--- src/design/ihws_pkg.sv ---
// shared types, constants and fixed-point helpers for the interval harmonizer wavetable synth
package ihws_pkg;

  localparam int TABLE_SIZE_DEF  = 4000;
  localparam int NUM_VOICES_DEF  = 7;
  localparam int SAMPLE_BITS_DEF = 12;

  localparam int VOICE_SLOTS = 7;
  localparam int VOICE_W     = 3;
  localparam int PHASE_W     = 12;
  localparam int ROOT_W      = 15;
  localparam int OUT_W       = 12;
  localparam int COUNT_W     = 3;
  localparam int CFG_IDX_W   = 2;
  localparam int CFG_DATA_W  = 7;

  localparam int MUL_W   = 33;
  localparam int PROD_W  = 2 * MUL_W;
  localparam int TRUNC_W = PROD_W - 30;

  localparam int STEPK_W        = 25;
  localparam int STEP_SHIFT     = 27;
  localparam int ANGLE_LO_SHIFT = 24;
  localparam int RECIP_W        = 23;
  localparam int MEAN_SHIFT     = 22;

  localparam logic [CFG_IDX_W-1:0] REG_VOICE_ENABLE = 2'd0;
  localparam logic [CFG_IDX_W-1:0] REG_SCALE_MAJOR  = 2'd1;

  // sine polynomial coefficients, q30
  localparam logic signed [MUL_W-1:0] COEF_C1 = 33'sd1686629713;
  localparam logic signed [MUL_W-1:0] COEF_C3 = -33'sd693598668;
  localparam logic signed [MUL_W-1:0] COEF_C5 = 33'sd85569306;
  localparam logic signed [MUL_W-1:0] COEF_C7 = -33'sd5026996;
  localparam logic signed [MUL_W-1:0] COEF_C9 = 33'sd172272;

  localparam logic signed [MUL_W-1:0] HORNER_COEF [4] = '{COEF_C7, COEF_C5, COEF_C3, COEF_C1};

  localparam logic signed [TRUNC_W-1:0] Q30_S   = 36'sd1073741824;
  localparam logic [30:0]               T_ONE   = 31'h4000_0000;

  // ceil(p * 2^27 / (16 * q)), indexed [voice][major]
  localparam logic [63:0] K_ONE = 64'd1 << 23;
  localparam logic [STEPK_W-1:0] STEP_K [VOICE_SLOTS][2] = '{
    '{STEPK_W'(K_ONE), STEPK_W'(K_ONE)},
    '{STEPK_W'((256 * K_ONE + 242) / 243), STEPK_W'((9 * K_ONE + 7) / 8)},
    '{STEPK_W'((32 * K_ONE + 26) / 27), STEPK_W'((81 * K_ONE + 63) / 64)},
    '{STEPK_W'((4 * K_ONE + 2) / 3), STEPK_W'((4 * K_ONE + 2) / 3)},
    '{STEPK_W'((3 * K_ONE + 1) / 2), STEPK_W'((3 * K_ONE + 1) / 2)},
    '{STEPK_W'((128 * K_ONE + 80) / 81), STEPK_W'((27 * K_ONE + 15) / 16)},
    '{STEPK_W'((16 * K_ONE + 8) / 9), STEPK_W'((243 * K_ONE + 127) / 128)}
  };

  // ceil(2^22 / count)
  localparam logic [63:0] R_ONE = 64'd1 << 22;
  localparam logic [RECIP_W-1:0] RECIP [8] = '{
    RECIP_W'(0),
    RECIP_W'(R_ONE),
    RECIP_W'((R_ONE + 1) / 2),
    RECIP_W'((R_ONE + 2) / 3),
    RECIP_W'((R_ONE + 3) / 4),
    RECIP_W'((R_ONE + 4) / 5),
    RECIP_W'((R_ONE + 5) / 6),
    RECIP_W'((R_ONE + 6) / 7)
  };

  typedef enum logic [2:0] {
    MUL_NONE,
    MUL_IDX_K2,
    MUL_IDX_Q0,
    MUL_ROOT_K,
    MUL_TT,
    MUL_PU,
    MUL_PT,
    MUL_MEAN
  } mul_sel_t;

  typedef enum logic [3:0] {
    POST_NONE,
    POST_LO,
    POST_ANGLE,
    POST_STEP,
    POST_U,
    POST_HORNER,
    POST_S,
    POST_ACC,
    POST_MEAN
  } post_op_t;

  typedef struct packed {
    logic               start;
    mul_sel_t           mul_sel;
    post_op_t           post_op;
    logic [VOICE_W-1:0] voice;
    logic [1:0]         coef;
  } cmd_t;

  typedef struct packed {
    logic [VOICE_SLOTS-1:0] voice_on;
  } status_t;

  // product / 2^30, rounded toward zero
  function automatic logic signed [TRUNC_W-1:0] trunc_q30(input logic signed [PROD_W-1:0] x);
    logic signed [TRUNC_W-1:0] q;
    q = $signed(x[PROD_W-1:30]);
    if (x[PROD_W-1] && (x[29:0] != 30'd0)) begin
      q = q + TRUNC_W'(1);
    end
    return q;
  endfunction

endpackage

--- src/design/ihws_ctrl.sv ---
// sequencer: walks the voices and steps the shared multiplier through each voice's work
module ihws_ctrl
  import ihws_pkg::*;
#(
  parameter int NUM_VOICES = NUM_VOICES_DEF
) (
  input  logic    clk,
  input  logic    rst_n,
  input  logic    in_valid,
  output logic    in_stall,
  output logic    out_valid,
  input  logic    out_stall,
  input  status_t status,
  output cmd_t    cmd
);

  localparam int CW = $clog2(NUM_VOICES + 1);

  typedef enum logic [3:0] {
    ST_IDLE,
    ST_SCAN,
    ST_A_LO,
    ST_A_HI,
    ST_STEP,
    ST_TT,
    ST_U,
    ST_HM,
    ST_HA,
    ST_SM,
    ST_SP,
    ST_ACC,
    ST_MEAN,
    ST_FIN
  } state_t;

  state_t            state_r, state_nxt;
  logic [CW-1:0]     voice_r, voice_nxt;
  logic [1:0]        hcnt_r, hcnt_nxt;
  logic              out_valid_r, out_valid_nxt;
  logic              out_free;
  logic              last_voice;
  logic [VOICE_W-1:0] voice_idx;

  assign voice_idx  = VOICE_W'(voice_r);
  assign last_voice = (voice_r == CW'(NUM_VOICES));
  assign out_free   = !out_valid_r || !out_stall;
  assign in_stall   = (state_r != ST_IDLE);
  assign out_valid  = out_valid_r;

  always_comb begin
    state_nxt     = state_r;
    voice_nxt     = voice_r;
    hcnt_nxt      = hcnt_r;
    cmd.start     = 1'b0;
    cmd.mul_sel   = MUL_NONE;
    cmd.post_op   = POST_NONE;
    cmd.voice     = voice_idx;
    cmd.coef      = hcnt_r;
    case (state_r)
      ST_IDLE: begin
        if (in_valid) begin
          cmd.start = 1'b1;
          voice_nxt = '0;
          state_nxt = ST_SCAN;
        end
      end
      ST_SCAN: begin
        if (last_voice) begin
          state_nxt = ST_MEAN;
        end else if (status.voice_on[voice_idx]) begin
          state_nxt = ST_A_LO;
        end else begin
          voice_nxt = voice_r + CW'(1);
        end
      end
      ST_A_LO: begin
        cmd.mul_sel = MUL_IDX_K2;
        state_nxt   = ST_A_HI;
      end
      ST_A_HI: begin
        cmd.mul_sel = MUL_IDX_Q0;
        cmd.post_op = POST_LO;
        state_nxt   = ST_STEP;
      end
      ST_STEP: begin
        cmd.mul_sel = MUL_ROOT_K;
        cmd.post_op = POST_ANGLE;
        state_nxt   = ST_TT;
      end
      ST_TT: begin
        cmd.mul_sel = MUL_TT;
        cmd.post_op = POST_STEP;
        state_nxt   = ST_U;
      end
      ST_U: begin
        cmd.post_op = POST_U;
        hcnt_nxt    = 2'd0;
        state_nxt   = ST_HM;
      end
      ST_HM: begin
        cmd.mul_sel = MUL_PU;
        state_nxt   = ST_HA;
      end
      ST_HA: begin
        cmd.post_op = POST_HORNER;
        if (hcnt_r == 2'd3) begin
          hcnt_nxt  = 2'd0;
          state_nxt = ST_SM;
        end else begin
          hcnt_nxt  = hcnt_r + 2'd1;
          state_nxt = ST_HM;
        end
      end
      ST_SM: begin
        cmd.mul_sel = MUL_PT;
        state_nxt   = ST_SP;
      end
      ST_SP: begin
        cmd.post_op = POST_S;
        state_nxt   = ST_ACC;
      end
      ST_ACC: begin
        cmd.post_op = POST_ACC;
        voice_nxt   = voice_r + CW'(1);
        state_nxt   = ST_SCAN;
      end
      ST_MEAN: begin
        cmd.mul_sel = MUL_MEAN;
        state_nxt   = ST_FIN;
      end
      ST_FIN: begin
        if (out_free) begin
          cmd.post_op = POST_MEAN;
          state_nxt   = ST_IDLE;
        end
      end
      default: begin
        state_nxt = ST_IDLE;
      end
    endcase
  end

  always_comb begin
    out_valid_nxt = out_valid_r;
    if ((state_r == ST_FIN) && out_free) begin
      out_valid_nxt = 1'b1;
    end else if (out_valid_r && !out_stall) begin
      out_valid_nxt = 1'b0;
    end
  end

  always_ff @(posedge clk) begin
    if (!rst_n) begin
      state_r     <= ST_IDLE;
      voice_r     <= '0;
      hcnt_r      <= '0;
      out_valid_r <= 1'b0;
    end else begin
      state_r     <= state_nxt;
      voice_r     <= voice_nxt;
      hcnt_r      <= hcnt_nxt;
      out_valid_r <= out_valid_nxt;
    end
  end

endmodule

--- src/design/ihws_datapath.sv ---
// datapath: config registers, voice phases, shared multiplier, sine evaluation and mixing
module ihws_datapath
  import ihws_pkg::*;
#(
  parameter int TABLE_SIZE  = TABLE_SIZE_DEF,
  parameter int NUM_VOICES  = NUM_VOICES_DEF,
  parameter int SAMPLE_BITS = SAMPLE_BITS_DEF
) (
  input  logic                  clk,
  input  logic                  rst_n,
  input  cmd_t                  cmd,
  output status_t               status,
  input  logic [ROOT_W-1:0]     in_root_freq_q4,
  input  logic                  cfg_valid,
  output logic                  cfg_ready,
  input  logic [CFG_IDX_W-1:0]  cfg_index,
  input  logic [CFG_DATA_W-1:0] cfg_data,
  output logic [OUT_W-1:0]      out_sample,
  output logic [COUNT_W-1:0]    out_active_count
);

  localparam int VW    = (NUM_VOICES > 1) ? $clog2(NUM_VOICES) : 1;
  localparam int SUM_W = SAMPLE_BITS + 3;
  localparam int RN_W  = 32 + SAMPLE_BITS + 1;
  localparam int PW2   = PHASE_W + 2;

  // floor(idx * 2^32 / T) = idx * A_Q0 + floor(idx * A_K2 / 2^24)
  localparam logic [63:0] TWO32 = 64'd1 << 32;
  localparam logic [63:0] A_Q0  = TWO32 / TABLE_SIZE;
  localparam logic [63:0] A_R0  = TWO32 % TABLE_SIZE;
  localparam logic [63:0] A_K2  = (A_R0 * (64'd1 << ANGLE_LO_SHIFT) + TABLE_SIZE - 1)
                                  / TABLE_SIZE;
  localparam logic [PW2-1:0]         TSIZE      = PW2'(TABLE_SIZE);
  localparam logic [VOICE_SLOTS-1:0] VOICE_MASK = VOICE_SLOTS'((1 << NUM_VOICES) - 1);
  localparam logic [63:0]            ROM_HALF   = 64'd1 << 30;

  logic [VOICE_SLOTS-1:0]    enable_r;
  logic                      major_r;
  logic [ROOT_W-1:0]         root_r;
  logic [PHASE_W-1:0]        phase_r [NUM_VOICES];
  logic signed [PROD_W-1:0]  prod_r;
  logic [PHASE_W-1:0]        lo_r;
  logic [1:0]                quad_r;
  logic [30:0]               t_r;
  logic [PHASE_W-1:0]        step_r;
  logic signed [MUL_W-1:0]   u_r;
  logic signed [MUL_W-1:0]   p_r;
  logic signed [MUL_W-1:0]   s_r;
  logic [SUM_W-1:0]          sum_r;
  logic [COUNT_W-1:0]        count_r;
  logic [OUT_W-1:0]          sample_r;
  logic [COUNT_W-1:0]        active_count_r;

  logic [PHASE_W-1:0]        cur_phase;
  logic signed [MUL_W-1:0]   op_a, op_b;
  logic signed [PROD_W-1:0]  mul_res;
  logic signed [TRUNC_W-1:0] trunc_v;
  logic signed [TRUNC_W-1:0] horner_sum;
  logic signed [TRUNC_W-1:0] s_neg;
  logic signed [TRUNC_W-1:0] s_clamp;
  logic [31:0]               angle;
  logic [30:0]               t_nxt;
  logic [PW2-1:0]            psum, pw1, pw2;
  logic [PHASE_W-1:0]        phase_nxt;
  logic signed [MUL_W:0]     v_s;
  logic [31:0]               v;
  logic [RN_W-1:0]           rom_num;
  logic [SAMPLE_BITS+1:0]    rom_val;
  logic [OUT_W-1:0]          mean_q;

  assign cfg_ready        = 1'b1;
  assign out_sample       = sample_r;
  assign out_active_count = active_count_r;

  assign status.voice_on = (root_r != '0) ? (enable_r & VOICE_MASK) : '0;

  assign cur_phase = phase_r[cmd.voice[VW-1:0]];

  always_comb begin
    op_a = '0;
    op_b = '0;
    case (cmd.mul_sel)
      MUL_IDX_K2: begin
        op_a = MUL_W'(cur_phase);
        op_b = MUL_W'(A_K2);
      end
      MUL_IDX_Q0: begin
        op_a = MUL_W'(cur_phase);
        op_b = MUL_W'(A_Q0);
      end
      MUL_ROOT_K: begin
        op_a = MUL_W'(root_r);
        op_b = MUL_W'(STEP_K[cmd.voice][major_r]);
      end
      MUL_TT: begin
        op_a = MUL_W'(t_r);
        op_b = MUL_W'(t_r);
      end
      MUL_PU: begin
        op_a = p_r;
        op_b = u_r;
      end
      MUL_PT: begin
        op_a = p_r;
        op_b = MUL_W'(t_r);
      end
      MUL_MEAN: begin
        op_a = MUL_W'(sum_r);
        op_b = MUL_W'(RECIP[count_r]);
      end
      default: begin
        op_a = '0;
        op_b = '0;
      end
    endcase
  end

  assign mul_res = op_a * op_b;
  assign trunc_v = trunc_q30(prod_r);

  // angle in q32 turns, quadrant split
  assign angle = prod_r[31:0] + 32'(lo_r);
  assign t_nxt = angle[30] ? (T_ONE - {1'b0, angle[29:0]}) : {1'b0, angle[29:0]};

  assign horner_sum = TRUNC_W'(HORNER_COEF[cmd.coef]) + trunc_v;

  always_comb begin
    s_neg   = quad_r[1] ? -trunc_v : trunc_v;
    s_clamp = s_neg;
    if (s_neg > Q30_S) begin
      s_clamp = Q30_S;
    end else if (s_neg < -Q30_S) begin
      s_clamp = -Q30_S;
    end
  end

  // phase advance, step stays below twice the table size
  always_comb begin
    psum      = PW2'(cur_phase) + PW2'(step_r);
    pw1       = (psum >= TSIZE) ? (psum - TSIZE) : psum;
    pw2       = (pw1 >= TSIZE) ? (pw1 - TSIZE) : pw1;
    phase_nxt = pw2[PHASE_W-1:0];
  end

  // rom value = floor((full * (2^30 + s) + 2^30) / 2^31)
  always_comb begin
    v_s     = $signed({s_r[MUL_W-1], s_r}) + $signed((MUL_W+1)'(ROM_HALF));
    v       = v_s[31:0];
    rom_num = RN_W'({v, {SAMPLE_BITS{1'b0}}}) - RN_W'(v) + RN_W'(ROM_HALF);
    rom_val = rom_num[RN_W-1:31];
  end

  assign mean_q = prod_r[MEAN_SHIFT+OUT_W-1:MEAN_SHIFT];

  always_ff @(posedge clk) begin
    if (!rst_n) begin
      enable_r <= '0;
      major_r  <= 1'b1;
      for (int i = 0; i < NUM_VOICES; i++) begin
        phase_r[i] <= '0;
      end
    end else begin
      if (cfg_valid && cfg_ready) begin
        case (cfg_index)
          REG_VOICE_ENABLE: enable_r <= cfg_data[VOICE_SLOTS-1:0];
          REG_SCALE_MAJOR:  major_r  <= cfg_data[0];
          default: begin
          end
        endcase
      end
      if (cmd.post_op == POST_U) begin
        phase_r[cmd.voice[VW-1:0]] <= phase_nxt;
      end
    end
  end

  always_ff @(posedge clk) begin
    if (cmd.mul_sel != MUL_NONE) begin
      prod_r <= mul_res;
    end
    if (cmd.start) begin
      root_r  <= in_root_freq_q4;
      sum_r   <= '0;
      count_r <= '0;
    end
    case (cmd.post_op)
      POST_LO: begin
        lo_r <= prod_r[ANGLE_LO_SHIFT+PHASE_W-1:ANGLE_LO_SHIFT];
      end
      POST_ANGLE: begin
        quad_r <= angle[31:30];
        t_r    <= t_nxt;
      end
      POST_STEP: begin
        step_r <= prod_r[STEP_SHIFT+PHASE_W-1:STEP_SHIFT];
      end
      POST_U: begin
        u_r <= MUL_W'(trunc_v);
        p_r <= COEF_C9;
      end
      POST_HORNER: begin
        p_r <= MUL_W'(horner_sum);
      end
      POST_S: begin
        s_r <= MUL_W'(s_clamp);
      end
      POST_ACC: begin
        sum_r   <= sum_r + SUM_W'(rom_val);
        count_r <= count_r + COUNT_W'(1);
      end
      POST_MEAN: begin
        sample_r       <= (count_r == '0) ? '0 : mean_q;
        active_count_r <= count_r;
      end
      default: begin
      end
    endcase
  end

endmodule

--- src/design/interval_harmonizer_wavetable_synth.sv ---
// top level of the seven-voice interval harmonizer wavetable synth
//
//   channel  direction  handshake            payload
//   in       input      in_valid / in_stall  in_root_freq_q4
//   out      output     out_valid / out_stall out_sample, out_active_count
//   cfg      input      cfg_valid / cfg_ready cfg_index, cfg_data
//
// the time from taking an item until out_valid grows with each active voice, as the
// shared 33x33 multiplier does the products of every voice one after another,
// the sine of each voice being a chain of six dependent products on that unit
// synchronous active-low reset clears voice phases, enable to 0 and scale_major to 1
// a new item is taken while a finished result waits in the output register
// the result waits in the last step only when out_stall still holds the previous one
module interval_harmonizer_wavetable_synth
  import ihws_pkg::*;
#(
  parameter int TABLE_SIZE  = TABLE_SIZE_DEF,
  parameter int NUM_VOICES  = NUM_VOICES_DEF,
  parameter int SAMPLE_BITS = SAMPLE_BITS_DEF
) (
  input  logic                  clk,
  input  logic                  rst_n,
  input  logic                  in_valid,
  output logic                  in_stall,
  input  logic [ROOT_W-1:0]     in_root_freq_q4,
  output logic                  out_valid,
  input  logic                  out_stall,
  output logic [OUT_W-1:0]      out_sample,
  output logic [COUNT_W-1:0]    out_active_count,
  input  logic                  cfg_valid,
  output logic                  cfg_ready,
  input  logic [CFG_IDX_W-1:0]  cfg_index,
  input  logic [CFG_DATA_W-1:0] cfg_data
);

  cmd_t    cmd;
  status_t status;

  ihws_ctrl #(
    .NUM_VOICES (NUM_VOICES)
  ) u_ctrl (
    .clk       (clk),
    .rst_n     (rst_n),
    .in_valid  (in_valid),
    .in_stall  (in_stall),
    .out_valid (out_valid),
    .out_stall (out_stall),
    .status    (status),
    .cmd       (cmd)
  );

  ihws_datapath #(
    .TABLE_SIZE  (TABLE_SIZE),
    .NUM_VOICES  (NUM_VOICES),
    .SAMPLE_BITS (SAMPLE_BITS)
  ) u_datapath (
    .clk              (clk),
    .rst_n            (rst_n),
    .cmd              (cmd),
    .status           (status),
    .in_root_freq_q4  (in_root_freq_q4),
    .cfg_valid        (cfg_valid),
    .cfg_ready        (cfg_ready),
    .cfg_index        (cfg_index),
    .cfg_data         (cfg_data),
    .out_sample       (out_sample),
    .out_active_count (out_active_count)
  );

endmodule

--- config.mk ---
export PLATFORM = sky130hd
export DESIGN_NAME = interval_harmonizer_wavetable_synth
export DESIGN_NICKNAME = d
export VERILOG_FILES = /design/src/design/ihws_pkg.sv /design/src/design/ihws_ctrl.sv /design/src/design/ihws_datapath.sv /design/src/design/interval_harmonizer_wavetable_synth.sv
export SDC_FILE = /design/constraint.sdc
export NUM_CORES = 2
export LEC_CHECK = 0
export BUFFER_PORTS_ARGS = -buffer_cell sky130_fd_sc_hd__buf_2
export CAP_MARGIN = 40
export CORE_AREA = 5 5 356 358
export DETAILED_ROUTE_END_ITERATION = 8
export DIE_AREA = 0 0 361 363
export GPL_TIMING_DRIVEN = 0
export PLACE_DENSITY = 0.68
export SYNTH_ARGS = -nofsm -noshare
export SYNTH_HDL_FRONTEND = slang
export SYNTH_SLANG_ARGS = --single-unit
--- constraint.sdc ---
create_clock -name clk -period 10.3 [get_ports clk]
set_input_delay 1.03 -clock clk [delete_from_list [all_inputs] [get_ports clk]]
set_output_delay 1.03 -clock clk [all_outputs]
set_load 0.01 [all_outputs]
==> impl_results.md <==
- Avg Synthesized Cell Area: 9.51 sq um
- Residual DRC: 0
- Fmax: 0.0977 GHz
- Number of global-route vias before repair: 50409
- Fin crit period: 10.23 ns
- Worst EP arrival: 10.53 ns
- Global-route usage over all layers: 34.9%
- First-pass GRT wire length: 334000 um
- CP Capture Type: flip-flop
- Post-Synthesis Cells: 6439
- H-Tree Depth: 2
- Worst-margin pin slew: 1.12 ns
- Reg2Reg Setup Slack: 0.07 ns
- Antenna violations before repair: 11
- Total Wirelength: 228000 um
- Die Ht: 363 um
- Critical-path maximum fanout: 10
- Most frequent cells in the layout: inv_1, fa_1, nand2_1
- Die width: 361 um
- EDFF count, synth: 352
- Final setup viols: 0
- Status: finished, final reports clean
- Core ar.: 0.123 sq mm
- GR Overflow Total: 0
- Area leader, netlist: fa_1
- Share of cells above drive strength 1: 11.0%
- Post-Syn Nets: 7973
- Fraction of registers with async set or reset after synthesis: 0%
- RSZ-0062 raised after global routing: true
- Most common cell after layout, fill and taps aside: inv_1
- Psw: 2.99 mW
- Detailed Routing Iterations Pass 1: 5
- Maximum vdd drop: 112 uV
- Pint: 3.82 mW
- Final cycle utilization of the critical path: 99.4%
- Hold slack final: 0.451 ns
- Syn. warnings: 0
- Combinational fraction of design power: 46.7%
- Most Frequent Cell on Critical Path: fa_1
- CTS tree: done
- # hold bufs at CTS: 0
- Clock Skews: 0.0465 ns
- DR WL/cell: 27.3 um
- Vias post-DR: 49418
- Reg clk slew, reported paths: 0.07 ns
- Top cell type's share of synthesized area: 37.6%
- Vias/cell: 5.90
- Power Dens Cells: 99.3 mW/mm^2
- Post-synthesis sequential area ratio: 18.3%
- Synth area leaders: fa_1, edfxtp_1, inv_1, ha_1, nand2_1
- Sw frac: 43.9%
- Unique cell type count in the Yosys netlist: 98
- Synthesis-to-finish area growth: 12.0%
- Slew Viols, Final: 0
- IO Port Bufs: 44
- HP Class: flip-flop to flip-flop
- Post-DP HPWL: 193000 um
- Gp weighted congestion: 1.09
- Finished Core Util: 55.8%
- Clock sinks: 385
- Num CTS Buffers: 39
- CTS Buffer Depth: 3
- Detail Route Antenna Nets: 0
- Largest net degree at the start of global routing: 34
- Num ports: 47
- Non-filler instance count after layout: 8381
- Reg area: 0.0112 sq mm
- CP max stage cell: fa_1
- Top delay family on crit path: adder cells
- Worst-Skew Late Latency: 0.58 ns
- Rel. slew slack: 25.0%
- Row cnt: 129
- Worst setup path class: flip-flop to flip-flop
- Max-cap viol count: 0
- Startpoint Class: flip-flop
- Sequential Power Share: 30.7%
- Clock power frac: 22.6%
- Area occupied by multi-input gates: 0.0453 sq mm
- CP bufs+invs: 10
- FILL cells: 11020
- Mapped Area: 0.0612 sq mm
- Fin. Hold Viols: 0
- Placed insts: 8266
- Nets: 8241
- Slowest stage delay, CP: 0.61 ns
- Initial Util: 49.8%
- Ys flop type: edfxtp_1
- Synth Register Bits: 385
- DRT iter0 DRCs: 5790
- Die area: 0.131 sq mm
- Leak pwr: 31.2 nW
- Data required, critical path: 10.59 ns
- Clock root buffer: clkbuf_16
## logic make-up (layout without fill, tap and decap cells)
family                     after synthesis  after routing  share of synthesized area, %
DFF                                    385            385                          18.3
adders and majority gates             1505           1505                          44.8
AOI/OAI and AO/OA                      677            677                          7.63
and+or+nand+nor                       2035           2035                          14.6
buffers and inverters                 1519           1817                          9.36
other                                    1              8                       0.00612
muxes                                   63             63                          1.59
xor gates and xnor gates               254            254                          3.63
## registers in the layout, indices dropped and copies added (netlist names), 4 cells and up, named ones only
register	flops
u_datapath.out_sample	12
u_datapath.u_r	33
u_datapath.s_r	32
u_datapath.lo_r	12
u_datapath.step_r	12
u_datapath.root_r	15
u_datapath.p_r	33
u_datapath.phase_r	96
u_datapath.prod_r	66
u_datapath.enable_r	7
u_datapath.t_r	31
u_datapath.sum_r	15
u_ctrl.state_r	4
## final timing paths
kind	from	end	cells after the start
hold reg to reg	u_datapath.prod_r[24]	u_datapath.lo_r[0]	0
setup reg to reg	flip-flop	u_datapath.prod_r[54]	34
hold / removal	u_datapath.prod_r[24]	u_datapath.lo_r[0]	0
setup / recovery	flip-flop	u_datapath.prod_r[54]	34
## repair_timing
action	in CTS	in global routing
pin swaps	23	25
resized for setup	380	159
buffers inserted	40	28
endpoints found under the setup margin	41	23
## cell usage after synthesis, types with 24 or more instances
| cell type | count |
|---|---|
| a21o_1 | 49 |
| a21oi_1 | 142 |
| a22o_1 | 24 |
| a22oi_1 | 43 |
| and2_1 | 61 |
| and3_1 | 45 |
| buf_1 | 25 |
| clkbuf_1 | 257 |
| dfxtp_1 | 33 |
| edfxtp_1 | 352 |
| fa_1 | 1149 |
| ha_1 | 356 |
| inv_1 | 1220 |
| mux4_2 | 26 |
| nand2_1 | 916 |
| nand2b_1 | 33 |
| nand3_1 | 80 |
| nand4_1 | 33 |
| nor2_1 | 610 |
| nor2b_1 | 49 |
| nor3_1 | 94 |
| o21a_1 | 32 |
| o21ai_0 | 123 |
| o21bai_1 | 27 |
| xnor2_1 | 164 |
| xor2_1 | 90 |
## metrics by stage
stage               area, sq um  power [mW]  setup TNS (ns)  worst slack [ns]
floorplan                 61200        3.72               0             0.293
global placement          63500        4.85         -201.73             -4.94
detailed placement        65300        4.99          -70.45             -2.63
CTS                       68000        6.65         -0.0260           -0.0260
global route              68600        7.04         -0.0673           -0.0499
finish                    68600        6.81               0            0.0669
## final cells by class
class,instances,area share [%]
clock inverters,27,0.467
inverters,1223,6.71
clock buffers,44,1.50
plain buffers,266,2.32
well taps,1637,2.99
multi-input cells,4535,66.0
repair buffers,257,3.60
flip-flops and latches,385,16.4
diodes,7,0.0255
## power groups by stage
stage | sequential, mW | clock [mW] | combinational (mW)
after detailed placement | 2.10 | 0 | 2.90
after floorplan | 2.02 | 0 | 1.70
after global placement | 2.12 | 0 | 2.73
after global routing | 2.09 | 1.62 | 3.32
final | 2.09 | 1.54 | 3.18
after CTS | 2.07 | 1.55 | 3.02
## metal layers
layer / vias to the layer above / GRT usage [%] / share of wire (%)
li1: 20836 / - / -
met1: 24888 / 46.9 / 38
met2: 2980 / 51.0 / 42
met3: 706 / 8.85 / 12
met4: 8 / 21.2 / 8.1
met5: - / 0 / 0.027
Power figures use the tool's default switching activity.
